### src/rtl/gds_pkg.sv
`timescale 1ns / 1ps
// ----------------------------------------------------------------------------
// gds_pkg: shared types and constants for grouped depth statistics
// Field widths, accumulator snapshot and the fixed-point helpers.
// ----------------------------------------------------------------------------
package gds_pkg;

  localparam int TagW   = 16;
  localparam int DepthW = 16;
  localparam int CountW = 24;
  localparam int SumW   = 40;
  localparam int SqW    = 56;
  localparam int FracW  = 16;

  // arithmetic unit widths
  localparam int ProdW  = 80;   // n*Q, S*S, K*sd
  localparam int RadW   = 112;  // V * 2^(2F)
  localparam int RootW  = 56;
  localparam int DenW   = 40;
  localparam int SdataW = 32;
  localparam int MdataW = 192;

  localparam logic [CountW-1:0] CountMax = {CountW{1'b1}};
  // round(1.96 * 2^16)
  localparam logic [16:0] KConst = 17'd128451;

  // closed group as handed from the front end to the back end
  typedef struct packed {
    logic [TagW-1:0]   tag;
    logic [CountW-1:0] n;
    logic [SumW-1:0]   s;
    logic [SqW-1:0]    q;
    logic [CountW-1:0] z;
    logic              sat;
  } snap_t;

  // saturate a quotient to 32 bits
  function automatic logic [31:0] sat32(input logic [ProdW-1:0] v);
    sat32 = (|v[ProdW-1:32]) ? 32'hFFFF_FFFF : v[31:0];
  endfunction

  // saturate a quotient to 17 bits
  function automatic logic [16:0] sat17(input logic [ProdW-1:0] v);
    sat17 = (|v[ProdW-1:17]) ? 17'h1FFFF : v[16:0];
  endfunction

endpackage

### src/rtl/gds_front.sv
`timescale 1ns / 1ps
// ----------------------------------------------------------------------------
// gds_front: group accumulator
// Takes one word a cycle while accept is high, accumulates the open group
// and hands a snapshot of a closed group to the queue.
// ----------------------------------------------------------------------------
module gds_front (
  input  logic                    clk,
  input  logic                    rst,
  input  logic                    accept,
  input  logic                    flush,
  input  logic [15:0]             tag_in,
  input  logic [15:0]             depth_in,
  output logic                    push,
  output gds_pkg::snap_t          snap
);
  import gds_pkg::*;

  logic [TagW-1:0]   cur, cur_next;
  logic              open, open_next;
  logic [CountW-1:0] cnt, cnt_next;
  logic [SumW-1:0]   sum, sum_next;
  logic [SqW-1:0]    sq, sq_next;
  logic [CountW-1:0] nz, nz_next;
  logic              sat, sat_next;
  logic              close;
  logic [31:0]       dd;

  // group close on flush or tag change
  assign close = open && (flush || (tag_in != cur));
  assign push  = accept && close;
  assign dd    = depth_in * depth_in;

  assign snap.tag = cur;
  assign snap.n   = cnt;
  assign snap.s   = sum;
  assign snap.q   = sq;
  assign snap.z   = nz;
  assign snap.sat = sat;

  // accumulator update
  always_comb begin
    cur_next  = cur;
    open_next = open;
    cnt_next  = cnt;
    sum_next  = sum;
    sq_next   = sq;
    nz_next   = nz;
    sat_next  = sat;
    if (accept) begin
      if (close) begin
        open_next = 1'b0;
        cnt_next  = '0;
        sum_next  = '0;
        sq_next   = '0;
        nz_next   = '0;
        sat_next  = 1'b0;
      end
      if (!flush) begin
        if (!open || close) begin
          open_next = 1'b1;
          cur_next  = tag_in;
        end
        if (cnt_next == CountMax) begin
          sat_next = 1'b1;
        end else begin
          cnt_next = cnt_next + 1'b1;
          sum_next = sum_next + {{(SumW-DepthW){1'b0}}, depth_in};
          sq_next  = sq_next + {{(SqW-32){1'b0}}, dd};
          if (depth_in != '0) begin
            nz_next = nz_next + 1'b1;
          end
        end
      end
    end
  end

  always_ff @(posedge clk) begin
    if (rst) begin
      cur  <= '0;
      open <= 1'b0;
      cnt  <= '0;
      sum  <= '0;
      sq   <= '0;
      nz   <= '0;
      sat  <= 1'b0;
    end else begin
      cur  <= cur_next;
      open <= open_next;
      cnt  <= cnt_next;
      sum  <= sum_next;
      sq   <= sq_next;
      nz   <= nz_next;
      sat  <= sat_next;
    end
  end

`ifndef ASSERT_OFF
  a_open_count: assert property (@(posedge clk) disable iff (rst)
    open == (cnt != '0))
    else $error("open flag and sample count disagree");
  a_nz_le_n: assert property (@(posedge clk) disable iff (rst)
    nz <= cnt)
    else $error("nonzero count above sample count");
  a_push_open: assert property (@(posedge clk) disable iff (rst)
    accept && flush && open |=> !open)
    else $error("group still open after flush");
`endif

endmodule

### src/rtl/gds_queue.sv
`timescale 1ns / 1ps
// ----------------------------------------------------------------------------
// gds_queue: two-entry snapshot queue
// Decouples the accumulator from the statistics sequencer.
// ----------------------------------------------------------------------------
module gds_queue (
  input  logic           clk,
  input  logic           rst,
  input  logic           push,
  input  gds_pkg::snap_t wdata,
  output logic           full,
  input  logic           pop,
  output logic           head_valid,
  output gds_pkg::snap_t rdata
);
  import gds_pkg::*;

  snap_t       mem [2];
  logic        wr_ptr, rd_ptr;
  logic [1:0]  count;

  assign full       = (count == 2'd2);
  assign head_valid = (count != 2'd0);
  assign rdata      = mem[rd_ptr];

  // storage
  always_ff @(posedge clk) begin
    if (push) begin
      mem[wr_ptr] <= wdata;
    end
  end

  // pointers and fill count
  always_ff @(posedge clk) begin
    if (rst) begin
      wr_ptr <= 1'b0;
      rd_ptr <= 1'b0;
      count  <= 2'd0;
    end else begin
      if (push) wr_ptr <= ~wr_ptr;
      if (pop)  rd_ptr <= ~rd_ptr;
      count <= count + {1'b0, push} - {1'b0, pop};
    end
  end

`ifndef ASSERT_OFF
  a_count: assert property (@(posedge clk) disable iff (rst)
    count <= 2'd2)
    else $error("queue count out of range");
  a_no_over: assert property (@(posedge clk) disable iff (rst)
    full |-> !push || pop)
    else $error("push into full queue");
  a_no_under: assert property (@(posedge clk) disable iff (rst)
    pop |-> head_valid)
    else $error("pop from empty queue");
`endif

endmodule

### src/rtl/gds_back.sv
`timescale 1ns / 1ps
// ----------------------------------------------------------------------------
// gds_back: statistics sequencer
// Serial multiplier, bit-pair square root and restoring divider, stepped
// through the statistics of one closed group; result held in an output word.
// ----------------------------------------------------------------------------
module gds_back (
  input  logic           clk,
  input  logic           rst,
  input  logic           head_valid,
  input  gds_pkg::snap_t head,
  output logic           pop,
  output logic           m_tvalid,
  input  logic           m_tready,
  output logic [191:0]   m_tdata,
  output logic [1:0]     m_tuser
);
  import gds_pkg::*;

  localparam logic [3:0] S_IDLE     = 4'd0;
  localparam logic [3:0] S_MUL_NQ   = 4'd1;
  localparam logic [3:0] S_MUL_SS   = 4'd2;
  localparam logic [3:0] S_SQ_V     = 4'd3;
  localparam logic [3:0] S_SQ_N     = 4'd4;
  localparam logic [3:0] S_DIV_SD   = 4'd5;
  localparam logic [3:0] S_MUL_K    = 4'd6;
  localparam logic [3:0] S_DIV_ERR  = 4'd7;
  localparam logic [3:0] S_DIV_MEAN = 4'd8;
  localparam logic [3:0] S_DIV_CV   = 4'd9;
  localparam logic [3:0] S_DIV_COV  = 4'd10;
  localparam logic [3:0] S_DONE     = 4'd11;

  localparam logic [6:0] MulLast = 7'd55;
  localparam logic [6:0] SqLast  = 7'd55;
  localparam logic [6:0] DivLast = 7'd79;

  logic [3:0]  state;
  logic        first;
  logic [6:0]  cnt;
  snap_t       g;

  // unit registers
  logic [ProdW-1:0] m_acc, m_a;
  logic [SqW-1:0]   m_b;
  logic [RadW-1:0]  q_rad;
  logic [57:0]      q_rem;
  logic [RootW-1:0] q_root;
  logic [ProdW-1:0] d_num;
  logic [DenW-1:0]  d_den, d_rem;

  // intermediate results
  logic [ProdW-1:0] nq, ss, ksd;
  logic [RootW-1:0] root_v, sd;
  logic [27:0]      root_n;
  logic [31:0]      err_r, mean_r, sd_r, cv_r;
  logic [16:0]      cov_r;

  // one step of each unit
  logic [ProdW-1:0] m_acc_next;
  logic [57:0]      q_rs, q_tr, q_rem_next;
  logic             q_ge;
  logic [RootW-1:0] q_root_next;
  logic [DenW:0]    d_rs;
  logic             d_ge;
  logic [DenW-1:0]  d_rem_next;
  logic [ProdW-1:0] d_num_next;
  logic [ProdW-1:0] vv;

  assign m_acc_next  = m_b[0] ? m_acc + m_a : m_acc;
  assign q_rs        = {q_rem[55:0], q_rad[RadW-1:RadW-2]};
  assign q_tr        = {q_root, 2'b01};
  assign q_ge        = (q_rs >= q_tr);
  assign q_rem_next  = q_ge ? q_rs - q_tr : q_rs;
  assign q_root_next = {q_root[RootW-2:0], q_ge};
  assign d_rs        = {d_rem, d_num[ProdW-1]};
  assign d_ge        = (d_rs >= {1'b0, d_den});
  assign d_rem_next  = d_ge ? DenW'(d_rs - {1'b0, d_den}) : d_rs[DenW-1:0];
  assign d_num_next  = {d_num[ProdW-2:0], d_ge};
  assign vv          = (nq > ss) ? nq - ss : '0;

  assign pop = (state == S_IDLE) && head_valid;

  // sequencer
  always_ff @(posedge clk) begin
    if (rst) begin
      state    <= S_IDLE;
      first    <= 1'b1;
      cnt      <= '0;
      m_tvalid <= 1'b0;
    end else begin
      // output word valid
      if (state == S_DONE && (!m_tvalid || m_tready)) begin
        m_tvalid <= 1'b1;
      end else if (m_tvalid && m_tready) begin
        m_tvalid <= 1'b0;
      end
      case (state)
        S_IDLE: begin
          if (head_valid) begin
            g     <= head;
            state <= S_MUL_NQ;
            first <= 1'b1;
          end
        end
        S_MUL_NQ, S_MUL_SS, S_MUL_K: begin
          if (first) begin
            first <= 1'b0;
            cnt   <= '0;
            m_acc <= '0;
            if (state == S_MUL_NQ) begin
              m_a <= {{(ProdW-CountW){1'b0}}, g.n};
              m_b <= g.q;
            end else if (state == S_MUL_SS) begin
              m_a <= {{(ProdW-SumW){1'b0}}, g.s};
              m_b <= {{(SqW-SumW){1'b0}}, g.s};
            end else begin
              m_a <= {{(ProdW-RootW){1'b0}}, sd};
              m_b <= {{(SqW-17){1'b0}}, KConst};
            end
          end else begin
            m_acc <= m_acc_next;
            m_a   <= {m_a[ProdW-2:0], 1'b0};
            m_b   <= {1'b0, m_b[SqW-1:1]};
            cnt   <= cnt + 1'b1;
            if (cnt == MulLast) begin
              first <= 1'b1;
              if (state == S_MUL_NQ) begin
                nq    <= m_acc_next;
                state <= S_MUL_SS;
              end else if (state == S_MUL_SS) begin
                ss    <= m_acc_next;
                state <= S_SQ_V;
              end else begin
                ksd   <= m_acc_next;
                state <= S_DIV_ERR;
              end
            end
          end
        end
        S_SQ_V, S_SQ_N: begin
          if (first) begin
            first  <= 1'b0;
            cnt    <= '0;
            q_rem  <= '0;
            q_root <= '0;
            if (state == S_SQ_V) begin
              q_rad <= {vv, {(2*FracW){1'b0}}};
            end else begin
              q_rad <= {{(RadW-CountW-2*FracW){1'b0}}, g.n, {(2*FracW){1'b0}}};
            end
          end else begin
            q_rem  <= q_rem_next;
            q_root <= q_root_next;
            q_rad  <= {q_rad[RadW-3:0], 2'b00};
            cnt    <= cnt + 1'b1;
            if (cnt == SqLast) begin
              first <= 1'b1;
              if (state == S_SQ_V) begin
                root_v <= q_root_next;
                state  <= S_SQ_N;
              end else begin
                root_n <= q_root_next[27:0];
                state  <= S_DIV_SD;
              end
            end
          end
        end
        S_DIV_SD, S_DIV_ERR, S_DIV_MEAN, S_DIV_CV, S_DIV_COV: begin
          if (first) begin
            // cv undefined for a zero sum: skip the divide
            if (state == S_DIV_CV && g.s == '0) begin
              cv_r  <= '0;
              state <= S_DIV_COV;
            end else begin
              first <= 1'b0;
              cnt   <= '0;
              d_rem <= '0;
              case (state)
                S_DIV_SD: begin
                  d_num <= {{(ProdW-RootW){1'b0}}, root_v};
                  d_den <= {{(DenW-CountW){1'b0}}, g.n};
                end
                S_DIV_ERR: begin
                  d_num <= ksd;
                  d_den <= {{(DenW-28){1'b0}}, root_n};
                end
                S_DIV_MEAN: begin
                  d_num <= {{(ProdW-SumW-FracW){1'b0}}, g.s, {FracW{1'b0}}};
                  d_den <= {{(DenW-CountW){1'b0}}, g.n};
                end
                S_DIV_CV: begin
                  d_num <= {{(ProdW-RootW){1'b0}}, root_v};
                  d_den <= g.s;
                end
                default: begin
                  d_num <= {{(ProdW-CountW-16){1'b0}}, g.z, 16'h0000};
                  d_den <= {{(DenW-CountW){1'b0}}, g.n};
                end
              endcase
            end
          end else begin
            d_rem <= d_rem_next;
            d_num <= d_num_next;
            cnt   <= cnt + 1'b1;
            if (cnt == DivLast) begin
              first <= 1'b1;
              case (state)
                S_DIV_SD: begin
                  sd    <= d_num_next[RootW-1:0];
                  sd_r  <= sat32(d_num_next);
                  state <= S_MUL_K;
                end
                S_DIV_ERR: begin
                  err_r <= sat32(d_num_next);
                  state <= S_DIV_MEAN;
                end
                S_DIV_MEAN: begin
                  mean_r <= sat32(d_num_next);
                  state  <= S_DIV_CV;
                end
                S_DIV_CV: begin
                  cv_r  <= sat32(d_num_next);
                  state <= S_DIV_COV;
                end
                default: begin
                  cov_r <= sat17(d_num_next);
                  state <= S_DONE;
                end
              endcase
            end
          end
        end
        S_DONE: begin
          if (!m_tvalid || m_tready) begin
            m_tdata  <= {7'd0, cov_r, cv_r, err_r, sd_r, mean_r, g.n, g.tag};
            m_tuser  <= {g.sat, (g.s != '0)};
            state    <= S_IDLE;
          end
        end
        default: begin
          state <= S_IDLE;
        end
      endcase
    end
  end

`ifndef ASSERT_OFF
  a_cnt: assert property (@(posedge clk) disable iff (rst)
    cnt <= DivLast + 7'd1)
    else $error("iteration counter out of range");
  a_den: assert property (@(posedge clk) disable iff (rst)
    (state == S_DIV_SD || state == S_DIV_ERR || state == S_DIV_MEAN ||
     state == S_DIV_CV || state == S_DIV_COV) && !first |-> d_den != '0)
    else $error("divide by zero");
  a_sqrt_rem: assert property (@(posedge clk) disable iff (rst)
    (state == S_SQ_V || state == S_SQ_N) && !first |->
      q_rem <= {1'b0, q_root, 1'b0})
    else $error("square root remainder too large");
`endif

endmodule

### src/rtl/grouped_depth_statistics_top.sv
`timescale 1ns / 1ps
// ----------------------------------------------------------------------------
// grouped_depth_statistics_top: per-group depth mean, sd and coverage
// Accumulates tagged depth samples and reports Q16.16 statistics per group.
// ----------------------------------------------------------------------------
// Samples are taken one word per cycle while the two-entry group queue has
// room; a tag change or a flush closes the group and queues its totals. Each
// closed group then runs through the statistics sequencer: three 56-step
// serial multiplies, two 56-step square roots and five 80-step divides
// (cv skipped on a zero sum), in turn on the shared units. Sample input stalls
// only when two closed groups already wait behind the one being computed.
module grouped_depth_statistics_top (
  input  logic         clk,
  input  logic         rst,
  input  logic         s_tvalid,
  output logic         s_tready,
  input  logic [31:0]  s_tdata,   // group_tag[15:0], depth[31:16]
  input  logic         s_tuser,   // command: 0 sample, 1 flush
  output logic         m_tvalid,
  input  logic         m_tready,
  // group_id, positions, mean_q16, sd_q16, error95_q16, cv_q16, covered_q16
  output logic [191:0] m_tdata,
  output logic [1:0]   m_tuser    // cv_valid, overflow
);
  import gds_pkg::*;

  logic  accept, push, full, pop, head_valid;
  snap_t snap, head;

  assign s_tready = !full;
  assign accept   = s_tvalid && s_tready;

  // accumulator front end
  gds_front u_front (
    .clk      (clk),
    .rst      (rst),
    .accept   (accept),
    .flush    (s_tuser),
    .tag_in   (s_tdata[15:0]),
    .depth_in (s_tdata[31:16]),
    .push     (push),
    .snap     (snap)
  );

  // closed group queue
  gds_queue u_queue (
    .clk        (clk),
    .rst        (rst),
    .push       (push),
    .wdata      (snap),
    .full       (full),
    .pop        (pop),
    .head_valid (head_valid),
    .rdata      (head)
  );

  // statistics back end
  gds_back u_back (
    .clk        (clk),
    .rst        (rst),
    .head_valid (head_valid),
    .head       (head),
    .pop        (pop),
    .m_tvalid   (m_tvalid),
    .m_tready   (m_tready),
    .m_tdata    (m_tdata),
    .m_tuser    (m_tuser)
  );

endmodule
### config.mk
export PLATFORM = sky130hd
export DESIGN_NAME = grouped_depth_statistics_top
export DESIGN_NICKNAME = d
export VERILOG_FILES = /design/src/rtl/gds_pkg.sv /design/src/rtl/gds_front.sv /design/src/rtl/gds_queue.sv /design/src/rtl/gds_back.sv /design/src/rtl/grouped_depth_statistics_top.sv
export SDC_FILE = /design/constraint.sdc
export NUM_CORES = 2
export LEC_CHECK = 0
export BUFFER_PORTS_ARGS = -buffer_cell sky130_fd_sc_hd__buf_2
export CORE_ASPECT_RATIO = 1.2
export CORE_MARGIN = 2
export CORE_UTILIZATION = 57
export DETAILED_ROUTE_END_ITERATION = 8
export PLACE_DENSITY = 0.75
export SETUP_SLACK_MARGIN = 0.5
export SKIP_CTS_REPAIR_TIMING = 1
export SYNTH_ARGS = -nofsm -noshare
export SYNTH_HDL_FRONTEND = slang
export SYNTH_SLANG_ARGS = --single-unit
### constraint.sdc
create_clock -name clk -period 18.97 [get_ports clk]
set_input_delay 3.794 -clock clk [delete_from_list [all_inputs] [get_ports clk]]
set_output_delay 3.794 -clock clk [all_outputs]
set_load 0.005 [all_outputs]
==> metrics.md <==
| Metric | Value |
|---|---|
| Initial antenna violation count | `10` |
| I/O pins | `233` |
| Slew HR | `13.63%` |
| Global-route wire length before repair | `387500 µm` |
| R2R Setup Slk | `10.88 ns` |
| RSZ-0062 raised after global routing | `false` |
| CTS tree | `yes` |
| Cell accounting for the most synthesized area | `edfxtp_1` |
| Die Y | `457.9 µm` |
| Hold Vio Cnt, Final | `0` |
| Final clock skew | `0.06849 ns` |
| Pleak | `40.39 nW` |
| Via Count | `65050` |
| Crit end category | `flip-flop` |
| Pwr dens | `129.2 mW/mm²` |
| Crit path max fanout | `46` |
| Sw Share | `34.61%` |
| YS warnings | `0` |
| Post-Syn Area | `0.09785 mm²` |
| Synth top area cells | `edfxtp_1 (54%), ha_1 (4.9%), fa_1 (4.1%), dfxtp_1 (3.7%), nor2_1 (2.7%)` |
| Clock slew at reported path FFs | `0.07 ns` |
| Seq/Total Area, Yosys | `57.77%` |
| Setup Crit Path Kind | `in -> reg` |
| Post-DRT Antenna Nets | `0` |
| Final TNS setup | `0 ns` |
| Endpoints failing setup | `0` |
| Synth cell types | `107` |
| Cells after synthesis | `8146` |
| Root Buffer | `clkbuf_16` |
| Clock latency on the worst-skew pair | `0.87 ns` |
| Clock buffer depth | `3` |
| CP Launch Type | `primary input` |
| Clock share of power | `27.4%` |
| Max-Cap Viols | `0` |
| Chip Width | `382.2 µm` |
| Clock Sinks | `1942` |
| Num rows | `166` |
| Pre-Repair DR Iteration Count | `6` |
| CORE AREA | `0.1705 mm²` |
| Num CTS Buffers | `183` |
| Top FF cell, synth | `edfxtp_1` |
| IO Port Bufs | `225` |
| Largest net degree at the start of global routing | `147` |
| Hold Path Class | `reg -> reg` |
| Final Cycle Share | `56.70%` |
| Worst endpoint required time | `19.76 ns` |
| Final-report max-slew violation count | `0` |
| Vias in the first global route | `64650` |
| Routed WL | `256000 µm` |
| Register Area | `0.05653 mm²` |
| Status | `finished clean` |
| Gr usage total | `28.97%` |
| Footprint of the multi-input gates | `0.03744 mm²` |
| DP Area | `0.1011 mm²` |
| DIE AREA | `0.1750 mm²` |
| Seq pwr share | `39.7%` |
| Peak supply drop | `138.0 µV` |
| Mean Syn Cell Area | `12.01 µm²` |
| Post-Place Worst Slack | `7.440 ns` |
| P&R area growth vs syn | `9.750%` |
| Logic gate share of total power | `32.9%` |
| Switch Pwr | `0.004803 W` |
| Layout fillers | `13000` |
| Ys async rst share | `0%` |
| EDFF count, synth | `1763` |
| Number of synthesized register bits | `1942` |
| Fin crit period | `10.76 ns` |
| DP Wirelength | `181700 µm` |
| Final nets | `8866` |
| Int Pwr | `0.009075 W` |
| Max Fclk | `92.98 MHz` |
| Layout cells sized above 1 | `11.04%` |
| Initial DRC Count | `6075` |
| Design area | `0.1074 mm²` |
| Synth top area share | `54.11%` |
| Final WS setup | `8.214 ns` |
| CTS HTree Levels | `4` |
| Gpl congestion | `0.9498` |
| # DRC | `0` |
| Critical path data arrival time | `11.55 ns` |
| Vias per cell | `6.096` |
| Initial Util | `57.38%` |
| GRT overflow | `0` |
| Worst slew pin tran | `1.284 ns` |
| DR WL/cell | `23.99 µm` |
## state kept, by name, indices dropped and copies added (netlist names), 40 cells and up
| signal | count |
|---|---|
| u_queue.mem | 322 |
| u_back.m_tdata | 185 |
| u_back.g | 161 |
| u_back.d_num | 80 |
| u_back.ksd | 80 |
| u_back.m_a | 80 |
| u_back.m_acc | 80 |
| u_back.nq | 80 |
| u_back.q_rad | 80 |
| u_back.ss | 80 |
| u_back.m_b | 56 |
| u_back.q_rem | 56 |
| u_back.q_root | 56 |
| u_back.root_v | 56 |
| u_back.sd | 56 |
| u_front.sq | 56 |
| u_back.d_den | 40 |
| u_back.d_rem | 40 |
| u_front.sum | 40 |
## cells in the final DEF (no fill, tap or decap), types with 190 or more instances in the layout
cell type  instances
inv_1            639
buf_2            224
and2_1           196
nor2_1           700
edfxtp_1        1763
nand2_1          625
o21ai_0          190
fa_1             198
xnor2_1          218
a21oi_1          435
ha_1             384
a21o_1           211
mux2_2           227
## cells by family (layout without fill, tap and decap cells)
| kind of cell | count (synthesis) | after routing | synth area share (%) |
|---|---|---|---|
| AOI/OAI and AO/OA | 1684 | 1684 | 11.89 |
| muxes | 303 | 303 | 3.394 |
| and+or+nand+nor | 2231 | 2231 | 10.62 |
| DFF | 1942 | 1942 | 57.77 |
| xor gates and xnor gates | 353 | 353 | 3.160 |
| other | 1 | 12 | 0.003833 |
| buffers and inverters | 1050 | 1296 | 4.202 |
| adders and majority gates | 582 | 582 | 8.962 |
## per-layer routing
metal  global-route usage, %  vias to the layer above  wire (µm)
li1                        -                    29840          -
met4                   13.59                        6      13300
met3                   4.194                      604      17880
met2                   48.73                     2551     124700
met5                       0                        -         66
met1                   37.09                    32050     100000
## power groups by stage
stage | registers, W | logic, W | clock network [W]
after floorplan | 0.00547 | 0.00334 | 0
after global placement | 0.00558 | 0.00446 | 0
after detailed placement | 0.00559 | 0.00451 | 0
after CTS | 0.00550 | 0.00455 | 0.00385
after global routing | 0.00553 | 0.00505 | 0.00400
final | 0.00552 | 0.00456 | 0.00380
## worst paths after layout
kind,start,endpoint,cells past startpoint
hold / removal,u_back.err_r[16],u_back.m_tdata[120],0
setup reg to reg,u_front.cur[8],u_front.sq[41],24
hold reg to reg,u_back.err_r[16],u_back.m_tdata[120],0
setup / recovery,s_tdata[8],u_front.sq[41],25
## stage by stage
| step | hold slack (ns) | cells | power, W | utilization [%] |
|---|---|---|---|---|
| finish | 0.4170 | 10670 | 0.01388 | 62.97 |
| CTS | 0.4108 | 10670 | 0.01390 | 62.97 |
| global route | 0.4213 | 10670 | 0.01458 | 62.97 |
| global placement | 0.4007 | 10330 | 0.01004 | 59.29 |
| floorplan | 0.4003 | 8152 | 0.008807 | - |
| detailed placement | 0.4045 | 10330 | 0.01010 | 59.29 |
## synthesized netlist by cell type, types with 19 or more instances
master,instances
o31ai_1,19
dfxtp_1,179
buf_1,19
o21bai_1,47
a31oi_1,94
mux2i_1,73
xnor2_1,218
inv_1,639
fa_1,198
a31o_2,21
a221oi_1,74
nor2b_1,65
nand4_1,101
a211oi_1,43
nand3_1,167
mux2_2,227
a21oi_1,437
and3_1,64
a21o_1,211
o2bb2ai_1,69
or3_1,27
o21a_1,45
xor2_1,135
nor3_1,92
a22oi_1,98
and2_1,198
o211ai_1,37
nor4_1,54
a221o_1,26
buf_2,23
clkbuf_1,344
a22o_1,71
nand2_1,628
nor2_1,711
nand2b_1,51
a21boi_0,19
o21ai_0,191
edfxtp_1,1763
ha_1,384
o21ai_1,19
## area by class of cell
cell class                      instances  area share [%]
Timing Repair Buffer                  315           1.719
Tap cell                             2268           2.643
Antenna cell                            5         0.01165
Inverter                              645           2.269
Multi-Input combinational cell       5160           34.87
Clock inverter                        118           1.394
Sequential cell                      1942           52.64
Clock buffer                          218           4.453
## worst max-delay path: stages
cell and delay (ns):
buf_2 0.11, xor2_1 0.14, nor4_1 0.33, nand2_1 0.20, o41ai_2 0.33, buf_4 0.50
and2_1 0.24, fa_1 0.44, fa_1 0.48, fa_1 0.49, inv_1 0.06, fa_1 0.52
inv_1 0.04, ha_1 0.36, a21o_1 0.18, a21o_1 0.17, a21o_1 0.19, a21oi_1 0.21
nor4b_1 0.79, a2111oi_1 0.34, o31ai_2 0.67, a21boi_0 0.33, a21oi_1 0.23, o21ai_0 0.10
a21oi_1 0.19
Note: power is estimated with default switching activity, not from simulation.
